File: config.mk
export PLATFORM = sky130hd
export DESIGN_NAME = tw_front
export DESIGN_NICKNAME = d
export VERILOG_FILES = /design/src/rtl/assert_macros.svh /design/src/rtl/tw_pkg.sv /design/src/rtl/tw_front.sv
export SDC_FILE = /design/constraint.sdc
export NUM_CORES = 1
export LEC_CHECK = 0
export ABC_CLOCK_PERIOD_IN_PS = 7550
export BUFFER_PORTS_ARGS = -buffer_cell sky130_fd_sc_hd__buf_4
export CAP_MARGIN = 20
export CORE_AREA = 2 2 148 114
export DETAILED_ROUTE_END_ITERATION = 8
export DIE_AREA = 0 0 150 116
export GPL_ROUTABILITY_DRIVEN = 0
export PLACE_DENSITY = 0.94
export SYNTH_ARGS = -nofsm -noshare
export SYNTH_HDL_FRONTEND = slang
export SYNTH_SLANG_ARGS = --single-unit
File: constraint.sdc
create_clock -name clock -period 7.55 [get_ports clock]
set_input_delay 0 -clock clock [delete_from_list [all_inputs] [get_ports clock]]
set_output_delay 0 -clock clock [all_outputs]
set_load 0.01 [all_outputs]
File: src/rtl/assert_macros.svh
// Assertion helpers for the RTL top level.
`ifndef ASSERT_MACROS_SVH
`define ASSERT_MACROS_SVH

// Same-cycle implication, checked while reset is low.
`define ASSERT_SAME(label, clk, rst, ante, cons) \
   label: assert property (@(posedge clk) disable iff (rst) (ante) |-> (cons)) \
      else $error("same-cycle check failed");

// Next-cycle implication, checked while reset is low.
`define ASSERT_NEXT(label, clk, rst, ante, cons) \
   label: assert property (@(posedge clk) disable iff (rst) (ante) |=> (cons)) \
      else $error("next-cycle check failed");

`endif

File: src/rtl/tw_pkg.sv
// ----------------------------------------------------------------------------
// tw_pkg
// Types and constants of the transmit window with retransmit queue.
// ----------------------------------------------------------------------------
package tw_pkg;

   localparam int SLOTS_DEFAULT = 256;
   localparam int SEQ_W         = 32;
   localparam int HND_W         = 16;
   localparam int LEN_W         = 16;
   localparam int STAMP_W       = 48;
   localparam int BYTES_W       = 24;
   localparam int SEC_W         = 12;
   localparam int THR_W         = 32;
   localparam logic [THR_W-1:0] US_PER_SEC = 32'd1000000;

   typedef enum logic [1:0] {
      CMD_ADD    = 2'd0,
      CMD_LOOKUP = 2'd1,
      CMD_NAK    = 2'd2,
      CMD_POP    = 2'd3
   } cmd_type;

   typedef enum logic [2:0] {
      ST_OK             = 3'd0,
      ST_NOT_IN_WINDOW  = 3'd1,
      ST_ALREADY_QUEUED = 3'd2,
      ST_WINDOW_FULL    = 3'd3,
      ST_QUEUE_EMPTY    = 3'd4
   } status_type;

   typedef enum logic [3:0] {
      BK_IDLE,
      BK_ADD_CHECK,
      BK_ADD_AGE,
      BK_ADD_DECIDE,
      BK_ADD_WRITE,
      BK_FIND_CHECK,
      BK_FIND_DONE,
      BK_POP_CHECK,
      BK_POP_READ,
      BK_UNLINK_READ,
      BK_UNLINK_LINK,
      BK_UNLINK_HEAD,
      BK_RESPOND
   } bk_state_type;

   typedef struct packed {
      cmd_type              cmd;
      logic [SEQ_W-1:0]     seq;
      logic [HND_W-1:0]     hnd;
      logic [LEN_W-1:0]     len;
      logic [STAMP_W-1:0]   now;
   } item_type;

   typedef struct packed {
      logic [HND_W-1:0]     hnd;
      logic [LEN_W-1:0]     len;
      logic [STAMP_W-1:0]   stamp;
   } slot_type;

   typedef struct packed {
      status_type           status;
      logic [SEQ_W-1:0]     result_sequence;
      logic [HND_W-1:0]     result_handle;
      logic [LEN_W-1:0]     result_length;
      logic                 evicted_valid;
      logic [HND_W-1:0]     evicted_handle;
      logic                 retx_pending;
      logic [SEQ_W-1:0]     retx_head_seq;
      logic [HND_W-1:0]     retx_head_handle;
      logic [SEQ_W-1:0]     lead_seq;
      logic [SEQ_W-1:0]     trail_seq;
      logic [BYTES_W-1:0]   window_bytes;
   } rsp_type;

endpackage

File: src/rtl/tw_front.sv
// ----------------------------------------------------------------------------
// tw_front
// Accepts command transactions, decodes them and holds them in a two-entry
// queue for the execution side.
// ----------------------------------------------------------------------------
module tw_front (
   input  logic                     clock,
   input  logic                     reset,
   input  logic                     start,
   output logic                     busy,
   input  logic [1:0]               req_command,
   input  logic [tw_pkg::SEQ_W-1:0] req_sequence_req,
   input  logic [tw_pkg::HND_W-1:0] req_packet_handle,
   input  logic [tw_pkg::LEN_W-1:0] req_packet_length,
   input  logic [tw_pkg::STAMP_W-1:0] req_now_us,
   output logic                     item_valid,
   output tw_pkg::item_type         item,
   input  logic                     item_pop
);

   tw_pkg::item_type entry_ff [2];
   logic             wr_ptr_ff, wr_ptr_in;
   logic             rd_ptr_ff, rd_ptr_in;
   logic [1:0]       count_ff, count_in;
   logic             push;
   tw_pkg::item_type decoded;

   assign busy       = (count_ff == 2'd2);
   assign push       = start && !busy;
   assign item_valid = (count_ff != 2'd0);
   assign item       = entry_ff[rd_ptr_ff];

   always_comb begin
      decoded.cmd = tw_pkg::cmd_type'(req_command);
      decoded.seq = req_sequence_req;
      decoded.hnd = req_packet_handle;
      decoded.len = req_packet_length;
      decoded.now = req_now_us;
   end

   always_comb begin
      wr_ptr_in = wr_ptr_ff ^ push;
      rd_ptr_in = rd_ptr_ff ^ (item_pop && item_valid);
      count_in  = count_ff + {1'b0, push} - {1'b0, item_pop && item_valid};
   end

   always_ff @(posedge clock) begin
      if (reset) begin
         wr_ptr_ff <= 1'b0;
         rd_ptr_ff <= 1'b0;
         count_ff  <= 2'd0;
      end else begin
         wr_ptr_ff <= wr_ptr_in;
         rd_ptr_ff <= rd_ptr_in;
         count_ff  <= count_in;
      end
   end

   always_ff @(posedge clock) begin
      if (push) begin
         entry_ff[wr_ptr_ff] <= decoded;
      end
   end

endmodule

# Yosys cells after proc, flatten, opt, wreduce, memory -nomap -nowiden
# Memories as Yosys holds them, arrays and structs flattened. A register that Yosys moved wholly into a read port is not among the register bits.
# Cells that the tools add are included.
[word_totals]
ram_bits = 228
mem_count = 1
output_inout_bits = 116
reg_bits = 4
wordCells = 16
input_bits = 118
[op_classes]
eq_ne = 1
bitwise = 2
mux = 3
n_reduce_logical = 4
add_sub_neg = 2
[mem_list]
columns = ["name", "depth", "width", "rd", "rd_clocked_by_memory_dff", "write_ports", "line", "rtl"]
rows = [
  ["entry_ff", 2, 114, 1, 1, 1, "tw_front.sv:21", "tw_pkg::item_type entry_ff [2];"],
]
[op_table]
columns = ["operator", "count"]
rows = [
  ["$mux 1", 3],
  ["$add 2x1->2", 1],
  ["$eq 2x2->1 const B", 1],
  ["$logic_and 1x1->1", 2],
  ["$reduce_bool 2->1", 1],
  ["$sub 2x1->2", 1],
  ["$xor 1x1->1", 2],
  ["$logic_not 1->1", 1],
]

# Logic depth before layout (Yosys ltp)
# Gate-level depths: netlist (run 1).
[logic_depth]
ltp_word = 5
depth_mapped = 7
depth_no_buf = 7

# Least setup slack after synthesis (run 1)
# OpenSTA, ideal clock, no wires.
[synth_timing]
path_type = "register -> register"
from = "register count_ff[0]"
to = "memory entry_ff[1][0] in the netlist's numbering, enable pin"
stages_incl_launch_ff = 4
path_slack_ns = 3.761
setup_ns = 0.487
t_required_ns = 7.063
arrival_ns = 3.303
path_cell_list = "dfxtp_1 nand2b_1 and2_1 ha_1"
[synth_via]
elab_chain_len = 5
[synth_rtl]
columns = ["item", "line", "rtl"]
rows = [
  ["from (decl)", "tw_front.sv:24", "logic [1:0] count_ff, count_in;"],
  ["from (signal assigned)", "tw_front.sv:55", "count_ff <= count_in;"],
  ["$eq 2x2->1", "tw_front.sv:28", "assign busy = (count_ff == 2'd2);"],
  ["$logic_not 1->1", "tw_front.sv:29", "assign push = start && !busy;"],
  ["$logic_and 1x1->1", "tw_front.sv:29", ""],
  ["$mux 1", "tw_front.sv:60", "if (push) begin"],
  ["$mux 1 (implied by the code)", "tw_front.sv:61", "entry_ff[wr_ptr_ff] <= decoded;"],
  ["to (decl)", "tw_front.sv:21", ""],
]
# No other way between the ends.

==> results of run 1 <==
sequential cells by signal, indices dropped and copies added (netlist names):
| register | cells |
|---|---|
| entry_ff | 228 |
| count_ff | 2 |
| wr_ptr_ff | 1 |
| rd_ptr_ff | 1 |
placed cells by master, fill, tap and decap left out:
| cell type | n |
|---|---|
| sky130_fd_sc_hd__and2_1 | 1 |
| sky130_fd_sc_hd__buf_4 | 236 |
| sky130_fd_sc_hd__bufinv_16 | 1 |
| sky130_fd_sc_hd__clkbuf_1 | 3 |
| sky130_fd_sc_hd__clkbuf_16 | 22 |
| sky130_fd_sc_hd__clkinv_1 | 7 |
| sky130_fd_sc_hd__clkinv_2 | 5 |
| sky130_fd_sc_hd__clkinv_4 | 1 |
| sky130_fd_sc_hd__clkinv_8 | 1 |
| sky130_fd_sc_hd__dfxtp_1 | 3 |
| sky130_fd_sc_hd__dfxtp_4 | 1 |
| sky130_fd_sc_hd__diode_2 | 1 |
| sky130_fd_sc_hd__dlygate4sd3_1 | 116 |
| sky130_fd_sc_hd__edfxtp_1 | 228 |
| sky130_fd_sc_hd__ha_1 | 2 |
| sky130_fd_sc_hd__ha_4 | 2 |
| sky130_fd_sc_hd__inv_1 | 3 |
| sky130_fd_sc_hd__mux2_2 | 76 |
| sky130_fd_sc_hd__mux2_4 | 39 |
| sky130_fd_sc_hd__nand2_1 | 1 |
| sky130_fd_sc_hd__nand2b_1 | 1 |
| sky130_fd_sc_hd__nor2_1 | 3 |
| sky130_fd_sc_hd__nor2b_1 | 2 |
| sky130_fd_sc_hd__o21a_1 | 1 |
| sky130_fd_sc_hd__or2_2 | 1 |
| sky130_fd_sc_hd__xnor3_1 | 1 |
cell type report:
cell class | instances | share of cell area
Sequential cell | 232 | 0.5589
Timing Repair Buffer | 352 | 0.2365
Multi-Input combinational cell | 130 | 0.1284
Clock buffer | 25 | 0.04530
Tap cell | 210 | 0.02119
Clock inverter | 15 | 0.008576
Inverter | 3 | 0.0009081
Antenna cell | 1 | 0.0002018
report_power, final:
part | total (mW) | switching (mW) | leakage, nW | internal, mW
combinational | 0.986 | 0.441 | 2.26 | 0.545
clock | 1.01 | 0.442 | 0.330 | 0.571
sequential | 1.72 | 0.0820 | 2.16 | 1.64
worst max-delay path: stages, from the launching register on:
cell                      delay, ns
sky130_fd_sc_hd__dfxtp_4       0.84
sky130_fd_sc_hd__buf_4         0.88
sky130_fd_sc_hd__mux2_2        0.45
sky130_fd_sc_hd__buf_4         0.15
kinds of logic after synthesis:
group                    after synthesis  share of synthesized area
flip-flops                           232                     0.8043
XOR/XNOR                               1                   0.002615
AO/OA/AOI/OAI                          1                  0.0008720
adder cells (fa/ha/maj)                4                   0.005812
multiplexers                         115                     0.1674
buffers and inverters                 16                    0.01366
AND/OR/NAND/NOR                        9                   0.005376
metrics by stage:
stage                     setup WS, ns  area [µm²]
after floorplan                  3.761        8612
after global placement           5.021       10570
after detailed placement         4.889       10570
after CTS                        4.649       12400
after global routing             4.529       12400
final                            4.677       12400
per-layer routing:
layer,GRT usage,share of wire
met1,0.2399,0.38
met2,0.4073,0.54
met3,0.04685,0.062
met4,0.04969,0.015
met5,0,0
path summary, 6_finish.rpt:
check	endpoint	slack, ns	depth (start not counted)	startpoint
setup / recovery	item[10]	4.68	3	rd_ptr_ff
hold / removal	wr_ptr_ff	0.03	4	start
setup reg to reg	entry_ff[1][107]	4.89	4	count_ff[0]
hold reg to reg	wr_ptr_ff	0.65	3	wr_ptr_ff
==> summary.md, run 1 <==
| Metric | Value |
|---|---|
| Status | finished, final reports clean |
| Fraction of final layout cells with drive strength greater than 1 | 0.5086 |
| Distinct cell type count after synthesis | 18 |
| Pwr Total | 3.718 mW |
| Die outline width | 150 µm |
| FF+latch count, synth | 232 |
| Sum Neg Setup Slack | 0 ns |
| Post-synthesis instance area | about 8600 µm² |
| Worst Setup Path Type | reg2out |
| Number of H-tree branching levels | 1 |
| Global-route usage over all layers | 0.2111 |
| Power density over the cells | between 200 and 300 nW/µm² |
| Worst hold-check path type | in2reg |
| Yosys warns | 0 |
| Startpoint class of the critical path | flop |
| Footprint of the multi-input gates | 1593 µm² |
| Antenna violations before repair | 1 |
| Arrival time worst endpoint | 2.87 ns |
| Post-synthesis cell count | 378 |
| TritonCTS clock tree | yes |
| Via count of the first global-routing pass | 5286 |
| Sinks on Clock Net | ~230 |
| Largest net degree at the start of global routing | 75 |
| Total overflow reported by the global router | 0 |
| Source-to-sink clock delay at the later pin of the worst-skew pair | 0.49 ns |
| Clock Root Buffer | sky130_fd_sc_hd__clkbuf_16 |
| Net total in the final layout | 863 |
| Largest area contributor in the netlist | sky130_fd_sc_hd__edfxtp_1 |
| Share of the clock period used by the worst path after layout | 0.3805 |
| Chip height | 116 µm |
| Req. time, crit path | 7.55 ns |
| Synthesis-to-layout area growth | 43.99% |
| Setup violators final | 0 |
| Vias | 4855 |
| Setup skew after layout | 0.01123 ns |
| Number of DRC markers after the initial detailed-route iteration | ~240 |
| Reported leakage power | 4.757 nW |
| Highest clock rate | 348.1 MHz |
| Number of gates resized after cts | 0 |
| Count of placed standard cells including taps | 811 |
| Global-route wire length before repair | 27500 µm |
| Setup repair after global routing missed its margin | no |
| Total Die Area | about 17000 µm² |
| FILL cells | 778 |
| Detailed-route wire length per cell | 19.51 µm |
| DRC errors left | 0 |
| Most frequent cells after synthesis | sky130_fd_sc_hd__edfxtp_1 (228), sky130_fd_sc_hd__mux2_2 (76), sky130_fd_sc_hd__mux2_4 (39) |
| Maximum buffer depth of the clock tree | 3 |
| Final Hold Vio Count | 0 |
| Largest vdd supply drop | 0.1912 mV |
| Number of buffers added for setup after CTS | 0 |
| Sequential Area | a little under 7000 µm² |
| Period minus WS final | 2.873 ns |
| Most common cell in the synthesized netlist | sky130_fd_sc_hd__edfxtp_1 |
| Number of buffers created by CTS | 22 |
| Vias/cell | about 5.0 |
| Maximum fanout count along the critical path | 74 |
| Final Hold Slack | 0.02737 ns |
| Post-synth top flop | sky130_fd_sc_hd__edfxtp_1 |
| Antenna Violating Nets Remaining | 0 |
| CTS Hold Buffers Added | 116 |
| Number of rows in the core area | 40 |
| Post-Synthesis Net Count | 500 |
| Fraction of synthesized cell area taken by the top area cell type | 0.7950 |
| Slew headroom | 0.3546 |
| Crit path capture type | output port |
| Placeable core area | approximately 16000 µm² |
| Buffers added on ports | 233 |
| Total length of routed wires | between 15000 and 20000 µm |
| Largest cells by area after synthesis | sky130_fd_sc_hd__edfxtp_1 (80%), sky130_fd_sc_hd__mux2_2 (9.9%), sky130_fd_sc_hd__mux2_4 (6.8%), sky130_fd_sc_hd__dfxtp_1 (0.93%), sky130_fd_sc_hd__ha_1 (0.58%) |
| Post-detail-place hpwl | 11150 µm |
| Maximum capacitance violations | 0 |
| Measured slew at the worst slew-check pin | 0.9681 ns |
| Initial standard-cell utilization of the core | 0.5445 |
| 1st-pass router iterations | 4 |
| Synth Area per Inst | 22.78 µm² |
| Reg clk slew, reported paths | 0.06 ns |
| Number of placed I/O pins | 234 |
| Fraction of the core area covered by cells at the end of the flow | 0.7841 |
| Part of the Yosys area used for sequential elements | 0.8043 |
| Pins over their slew limit | 0 |
| Asr flop ratio synth | 0 |
| Post-synth EDFFs | 228 |
| Number of standard cells in the final layout excluding fillers | between 900 and 1000 |
Note: power is estimated with default switching activity, not from simulation.
==> inputs of run 2 (changes only) <==
--- a/config.mk
+++ b/config.mk
@@ -5,14 +5,14 @@
 export SDC_FILE = /design/constraint.sdc
 export NUM_CORES = 1
 export LEC_CHECK = 0
-export ABC_CLOCK_PERIOD_IN_PS = 7550
+export ABC_CLOCK_PERIOD_IN_PS = 2600
 export BUFFER_PORTS_ARGS = -buffer_cell sky130_fd_sc_hd__buf_4
 export CAP_MARGIN = 20
-export CORE_AREA = 2 2 148 114
+export CORE_AREA = 2 2 160 123
 export DETAILED_ROUTE_END_ITERATION = 8
-export DIE_AREA = 0 0 150 116
+export DIE_AREA = 0 0 162 125
 export GPL_ROUTABILITY_DRIVEN = 0
-export PLACE_DENSITY = 0.94
+export PLACE_DENSITY = 0.86
 export SYNTH_ARGS = -nofsm -noshare
 export SYNTH_HDL_FRONTEND = slang
 export SYNTH_SLANG_ARGS = --single-unit
==> constraint.sdc (replaced) <==
create_clock -name clock -period 2.6 [get_ports clock]
set_input_delay 0 -clock clock [delete_from_list [all_inputs] [get_ports clock]]
set_output_delay 0 -clock clock [all_outputs]
set_load 0.01 [all_outputs]
==> run 2 against run 1 <==
Compared with the run above:
- critical path depth is the same
- via count up 1.1%
- clock power grew to 2.9 times the previous value
- sequential share of layout area is 0.52 points lower
- die area up 16%
- clock-buffer cell count rose by 2
- power grew to 2.9 times the previous value
- wire length increased by 1.2%
- final area is 0.94% higher
- critical path type unchanged
- largest power group unchanged
==> summary.md, run 2 (synthesis results as in run 1) <==
| Metric | Value |
|---|---|
| Detailed-route wire length per cell | 18.90 µm (was 19.51 µm) |
| Setup repair after global routing missed its margin | no (unchanged) |
| Commonest cells after routing, fill and taps aside | sky130_fd_sc_hd__buf_4 (234), sky130_fd_sc_hd__edfxtp_1 (228), sky130_fd_sc_hd__dlygate4sd3_1 (116), sky130_fd_sc_hd__mux2_2 (76), sky130_fd_sc_hd__mux2_4 (39) (was sky130_fd_sc_hd__buf_4 (236), sky130_fd_sc_hd__edfxtp_1 (228), sky130_fd_sc_hd__dlygate4sd3_1 (116), sky130_fd_sc_hd__mux2_2 (76), sky130_fd_sc_hd__mux2_4 (39)) |
| Source-to-sink clock delay at the later pin of the worst-skew pair | 0.50 ns (was 0.49 ns) |
| Via count of the first global-routing pass | 5456 (was 5286) |
| Maximum capacitance violations | 0 (unchanged) |
| Maximum buffer depth of the clock tree | 3 (unchanged) |
| Vias/cell | 4.856 (was 5.015) |
| Setup violators final | 0 (unchanged) |
| Die outline width | 162 µm (was 150 µm) |
| Arrival time worst endpoint | 2.20 ns (was 2.87 ns) |
| Worst hold-check path type | in2reg (unchanged) |
| Startpoint class of the critical path | flop (unchanged) |
| Initial standard-cell utilization of the core | 0.4574 (was 0.5445) |
| Internal Pwr Total | 7.985 mW (was 2.753 mW) |
| 1st-pass router iterations | 4 (unchanged) |
| Routed metal-1 wirelength | 7459 µm (was 7168 µm) |
| Placeable core area | 18830 µm² (was 15820 µm²) |
| Number of rows in the core area | 44 (was 40) |
| Hold Crit Depth | 4 (unchanged) |
| Antenna diode count | 0 (was 1) |
| Power density over the cells | 863.1 nW/µm² (was 299.9 nW/µm²) |
| Antenna violations before repair | 0 (was 1) |
| Global-route usage over all layers | 0.1846 (was 0.2111) |
| Register share of total power | 0.460 (was 0.462) |
| Total overflow reported by the global router | 0 (unchanged) |
| Sw Ratio | 0.2609 (was 0.2597) |
| Largest net degree at the start of global routing | 66 (was 75) |
| Top flop regs | entry_ff (228), count_ff (2) (unchanged) |
| Portion of total power attributed to the clock network | 0.268 (was 0.272) |
| Worst Setup Path Type | reg2out (unchanged) |
| Highest clock rate | around 450 MHz |
| Period minus WS final | 2.199 ns |
| Sinks on Clock Net | 232 (unchanged) |
| Antenna Violating Nets Remaining | 0 (unchanged) |
| Number of cells on the worst reg-to-reg path | 4 (unchanged) |
| Global-route wire length before repair | 29030 µm (was 27500 µm) |
| Met2 Routed Length | 9849 µm (was 10240 µm) |
| Post-detailed-placement cell area | 10710 µm² (was 10570 µm²) |
| Number of DRC markers after the initial detailed-route iteration | 265 (was 243) |
| Maximum fanout count along the critical path | 46 (was 74) |
| Register with the highest flop count | entry_ff (unchanged) |
| Delay of the slowest cell on the worst path | 0.78 ns (was 0.88 ns) |
| Number of H-tree branching levels | 1 (unchanged) |
| Pins over their slew limit | 0 (unchanged) |
| Final Hold Vio Count | 0 (unchanged) |
| Reported leakage power | 4.776 nW (was 4.757 nW) |
| Worst path slowest cell | sky130_fd_sc_hd__dfxtp_4 (was sky130_fd_sc_hd__buf_4) |
| Leading cell type in the layout, fill and taps excluded | sky130_fd_sc_hd__buf_4 (unchanged) |
| Vias | 4909 (was 4855) |
| Crit path capture type | output port (unchanged) |
| CP Cell Sequence | buf_12 -> mux2_2 -> buf_4 (was buf_4 -> mux2_2 -> buf_4) |
| Total net switching power | 2.818 mW (was 0.9658 mW) |
| DRC errors left | 0 (unchanged) |
| Pwr Total | 10.80 mW (was 3.718 mW) |
| Reg clk slew, reported paths | 0.06 ns (about the same) |
| Number of buffers created by CTS | 23 (was 22) |
| Total Die Area | 20250 µm² (was 17400 µm²) |
| Sum Neg Setup Slack | 0 ns (unchanged) |
| Clock Root Buffer | sky130_fd_sc_hd__clkbuf_16 (unchanged) |
| Top routing layer used | met4 (unchanged) |
| Share of the clock period used by the worst path after layout | 0.8456 |
| TritonCTS clock tree | yes (unchanged) |
| Setup skew after layout | 0.01763 ns (was 0.01123 ns) |
| Number of gates resized after cts | 0 (unchanged) |
| Status | finished, final reports clean (unchanged) |
| Fraction of final layout cells with drive strength greater than 1 | 0.5079 (was 0.5086) |
| Net total in the final layout | 867 (was 863) |
| Chip height | 125 µm (was 116 µm) |
| Met3 WL | 1180 µm (was 1178 µm) |
| Measured slew at the worst slew-check pin | 0.6845 ns (was 0.9681 ns) |
| Slew headroom | 0.5437 (was 0.3546) |
| Number of placed I/O pins | 234 (unchanged) |
| Part of the total power dissipated in combinational logic | 0.272 (was 0.265) |
| Total length of routed wires | 19110 µm (was 18880 µm) |
| Fin area | 12520 µm² (was 12400 µm²) |
| Buffers added on ports | 233 (unchanged) |
| Flip-flop count of the largest register after layout | 228 (unchanged) |
| Req. time, crit path | 2.60 ns (was 7.55 ns) |
| Post-detail-place hpwl | 11090 µm (was 11150 µm) |
| Synthesis-to-layout area growth | 45.34% (was 43.99%) |
| Largest vdd supply drop | 0.6127 mV (was 0.1912 mV) |
[run 2: critical path, delay by kind of cell, from the launching register on]
| kind | cells | cell delay, ns |
|---|---|---|
| flops | 1 | 0.78 |
| mux | 1 | 0.40 |
| buf+inv | 2 | 0.49 |
[run 2: path summary, 6_finish.rpt]
kind	end	slack [ns]	from
setup / recovery	item[42]	0.40	rd_ptr_ff
hold / removal	wr_ptr_ff	0.05	start
setup reg to reg	entry_ff[0][31]	0.71	count_ff[0]
hold reg to reg	count_ff[0]	0.65	count_ff[0]
[run 2: metrics by stage]
stage / util / worst slack (ns) / instances / hold WS [ns]
floorplan: - / -1.189 / 378 / 0.06669
global placement: 0.5687 / 0.7786 / 857 / 0.1845
detailed placement: 0.5687 / 0.7118 / 857 / 0.1881
CTS: 0.6648 / 0.3804 / 1011 / 0.03462
global route: 0.6648 / 0.3128 / 1011 / 0.05225
finish: 0.6648 / 0.4014 / 1011 / 0.04511
[run 2: cell type report]
type / instances / area (µm²)
Clock buffer: 27 / 590.6
Inverter: 3 / 11.26
Multi-Input combinational cell: 130 / 1593
Fill cell: 1230 / 6311
Timing Repair Buffer: 355 / 3018
Clock inverter: 11 / 57.56
Tap cell: 253 / 316.6
Sequential cell: 232 / 6930
[run 2: what timing repair did]
action	in CTS	in global routing
endpoints found under the hold margin	232	0
setup buffers	0	0
hold buffers	116	0
[run 2: power groups by stage]
| stage | logic (mW) | clock network [mW] | registers [mW] |
|---|---|---|---|
| finish | 2.94 | 2.89 | 4.97 |
| detailed placement | 2.78 | 0 | 5.04 |
| floorplan | 1.61 | 0 | 4.97 |
| global route | 3.12 | 3.10 | 5.02 |
| global placement | 2.71 | 0 | 5.00 |
| CTS | 2.94 | 2.96 | 4.97 |
[run 2: routing by layer]
layer	GRT usage	up-vias
met1	0.2170	2429
met3	0.04048	44
li1	-	2233
met5	0	-
met4	0.05674	0
met2	0.3387	203
==> inputs of run 3 (changes only) <==
--- a/config.mk
+++ b/config.mk
@@ -5,7 +5,7 @@
 export SDC_FILE = /design/constraint.sdc
 export NUM_CORES = 1
 export LEC_CHECK = 0
-export ABC_CLOCK_PERIOD_IN_PS = 2600
+export ABC_CLOCK_PERIOD_IN_PS = 2000
 export BUFFER_PORTS_ARGS = -buffer_cell sky130_fd_sc_hd__buf_4
 export CAP_MARGIN = 20
 export CORE_AREA = 2 2 160 123
==> constraint.sdc (replaced) <==
create_clock -name clock -period 2 [get_ports clock]
set_input_delay 0 -clock clock [delete_from_list [all_inputs] [get_ports clock]]
set_output_delay 0 -clock clock [all_outputs]
set_load 0.01 [all_outputs]
==> run 3 against run 2 <==
Compared with the run above:
- cell count up 0.40%
- largest power group unchanged
- critical path depth stayed put
- power grew 31%
- worst hold slack worse by 0.014 ns
- sequential power up 28%
- worst setup slack worse by 0.29 ns
==> summary.md, run 3 (synthesis results as in run 1) <==
| Metric | Value |
|---|---|
| Highest clock rate | 528.8 MHz |
| Commonest cells after routing, fill and taps aside | sky130_fd_sc_hd__buf_4 (236), sky130_fd_sc_hd__edfxtp_1 (228), sky130_fd_sc_hd__dlygate4sd3_1 (116), sky130_fd_sc_hd__mux2_2 (76), sky130_fd_sc_hd__mux2_4 (39) (was sky130_fd_sc_hd__buf_4 (234), sky130_fd_sc_hd__edfxtp_1 (228), sky130_fd_sc_hd__dlygate4sd3_1 (116), sky130_fd_sc_hd__mux2_2 (76), sky130_fd_sc_hd__mux2_4 (39)) |
| Initial standard-cell utilization of the core | 0.4574 (unchanged) |
| Reported leakage power | 4.797 nW (was 4.776 nW) |
| Vias | 4893 (was 4909) |
| Crit path capture type | output port (unchanged) |
| Arrival time worst endpoint | 1.89 ns (was 2.20 ns) |
| Count of placed standard cells including taps | 860 (was 857) |
| Source-to-sink clock delay at the later pin of the worst-skew pair | 0.49 ns (was 0.50 ns) |
| Flip-flop count of the largest register after layout | 228 (unchanged) |
| Top flop regs | entry_ff (228), count_ff (2) (unchanged) |
| Startpoint class of the critical path | flop (unchanged) |
| Register-to-register setup slack | 0.23 ns (was 0.71 ns) |
| Share of the clock period used by the worst path after layout | 0.9455 |
| Largest net degree at the start of global routing | 78 (was 66) |
| Measured slew at the worst slew-check pin | 0.5215 ns (was 0.6845 ns) |
| Clock Root Buffer | sky130_fd_sc_hd__clkbuf_16 (unchanged) |
| Net total in the final layout | 870 (was 867) |
| Number of H-tree branching levels | 1 (unchanged) |
| Fraction of final layout cells with drive strength greater than 1 | 0.5105 (was 0.5079) |
| Largest vdd supply drop | 0.7479 mV (was 0.6127 mV) |
| CP Cell Sequence | buf_12 -> mux2_2 -> buf_4 (unchanged) |
| Global routing's busiest layer | met2 (unchanged) |
| Register with the highest flop count | entry_ff (unchanged) |
| Final Hold Slack | 0.03117 ns (was 0.04511 ns) |
| Number of standard cells in the final layout excluding fillers | 1015 (was 1011) |
| Footprint of the multi-input gates | 1593 µm² (unchanged) |
| Final Hold Vio Count | 0 (unchanged) |
| Buffers added on ports | 233 (unchanged) |
| Slew headroom | 0.6523 (was 0.5437) |
| Total length of routed wires | 18830 µm (was 19110 µm) |
| Number of rows in the core area | 44 (unchanged) |
| Met3 capacity usage during global routing | 0.05176 (was 0.04048) |
| Post-detail-place hpwl | 11300 µm (was 11090 µm) |
| Total Die Area | 20250 µm² (unchanged) |
| DRC errors left | 0 (unchanged) |
| Worst path slowest cell | sky130_fd_sc_hd__mux2_2 (was sky130_fd_sc_hd__dfxtp_4) |
| 1st-pass router iterations | 4 (unchanged) |
| Global-route wire length before repair | 28710 µm (was 29030 µm) |
| Vias/cell | 4.821 (was 4.856) |
| Total overflow reported by the global router | 0 (unchanged) |
| Maximum capacitance violations | 0 (unchanged) |
| Power density over the cells | 1127 nW/µm² (was 863.1 nW/µm²) |
| Global-route usage over all layers | 0.1816 (was 0.1846) |
| Reg clk slew, reported paths | 0.06 ns (about the same) |
| Period minus WS final | 1.891 ns |
| Worst Setup Path Type | reg2out (unchanged) |
| Fin area | 12570 µm² (was 12520 µm²) |
| Setup repair after global routing missed its margin | no (unchanged) |
| Chip height | 125 µm (unchanged) |
| Req. time, crit path | 2.00 ns (was 2.60 ns) |
| GRT met1 Usage | 0.2175 (was 0.2170) |
| Die outline width | 162 µm (unchanged) |
| Post-detailed-placement cell area | 10730 µm² (was 10710 µm²) |
| Antenna diode count | 0 (unchanged) |
| Sum Neg Setup Slack | 0 ns (unchanged) |
| FILL cells | 1215 (was 1230) |
| Number of placed I/O pins | 234 (unchanged) |
| Setup skew after layout | 0.006234 ns (was 0.01763 ns) |
| Pwr Total | 14.17 mW (was 10.80 mW) |
| Via count of the first global-routing pass | 5369 (was 5456) |
| Antenna violations before repair | 0 (unchanged) |
| Worst hold-check path type | in2reg (unchanged) |
| Pins over their slew limit | 0 (unchanged) |
| Antenna Violating Nets Remaining | 0 (unchanged) |
| GR met2 Demand/Resource | 0.3247 (was 0.3387) |
| Leading cell type in the layout, fill and taps excluded | sky130_fd_sc_hd__buf_4 (unchanged) |
| Delay of the slowest cell on the worst path | 0.42 ns (was 0.78 ns) |
| TritonCTS clock tree | yes (unchanged) |
| Detailed-route wire length per cell | 18.55 µm (was 18.90 µm) |
| Setup violators final | 0 (unchanged) |
| Sequential Area | 6930 µm² (unchanged) |
| Placeable core area | 18830 µm² (unchanged) |
| Sinks on Clock Net | 232 (unchanged) |
| Number of DRC markers after the initial detailed-route iteration | 291 (was 265) |
| Number of buffers created by CTS | 23 (unchanged) |
| Status | finished, final reports clean (unchanged) |
| Maximum fanout count along the critical path | 77 (was 46) |
| Maximum buffer depth of the clock tree | 3 (unchanged) |
| Synthesis-to-layout area growth | 45.93% (was 45.34%) |
[run 3: cell types whose count changed in the layout (fill, tap and decap cells not counted)]
cell,delta
sky130_fd_sc_hd__buf_4,+2
sky130_fd_sc_hd__bufinv_16,+1
sky130_fd_sc_hd__buf_6,+1
sky130_fd_sc_hd__clkinv_2,-1
sky130_fd_sc_hd__clkinvlp_4,+2
sky130_fd_sc_hd__clkinv_8,-1
[run 3: cell type report]
cell class                 instances  area share
inverter                           3   0.0008961
tap                              253     0.02519
multi-input combinational        130      0.1267
clock inverter                    12    0.006472
timing repair buffer             358      0.2422
clock buffer                      27     0.04699
sequential                       232      0.5515
[run 3: critical path: cells and delay by family (launching register included)]
| family | cells | cell delay (ns) |
|---|---|---|
| buffers and inverters | 2 | 0.50 |
| flip-flops | 1 | 0.36 |
| multiplexers | 1 | 0.42 |
[run 3: metal layers]
metal  part of all wire  routed length, µm
met4              0.021                404
met3              0.080               1513
met2               0.51               9624
met5                  0                  0
met1               0.39               7290
[run 3: repair_timing]
item / in CTS / in global routing
endpoints found under the hold margin: 232 / 0
hold buffers: 116 / 0
setup buffers: 0 / 0
setup endpoints to repair: 0 / 2
resized for setup: 0 / 1
[run 3: power breakdown]
part	switching (mW)	internal, mW
logic	1.80	2.14
registers	0.178	6.17
clock network	1.66	2.22
[run 3: path summary, 6_finish.rpt]
kind | from | end | cells after the start
setup / recovery | rd_ptr_ff | item[68] | 3
hold / removal | start | wr_ptr_ff | 4
setup reg to reg | count_ff[0] | entry_ff[1][34] | 4
hold reg to reg | wr_ptr_ff | wr_ptr_ff | 3
[run 3: per-stage QoR]
step	utilization	setup slack, ns
floorplan	-	-0.5638
global placement	0.5699	0.3093
detailed placement	0.5699	0.2233
CTS	0.6673	0.05523
global route	0.6675	0.06052
finish	0.6675	0.1089
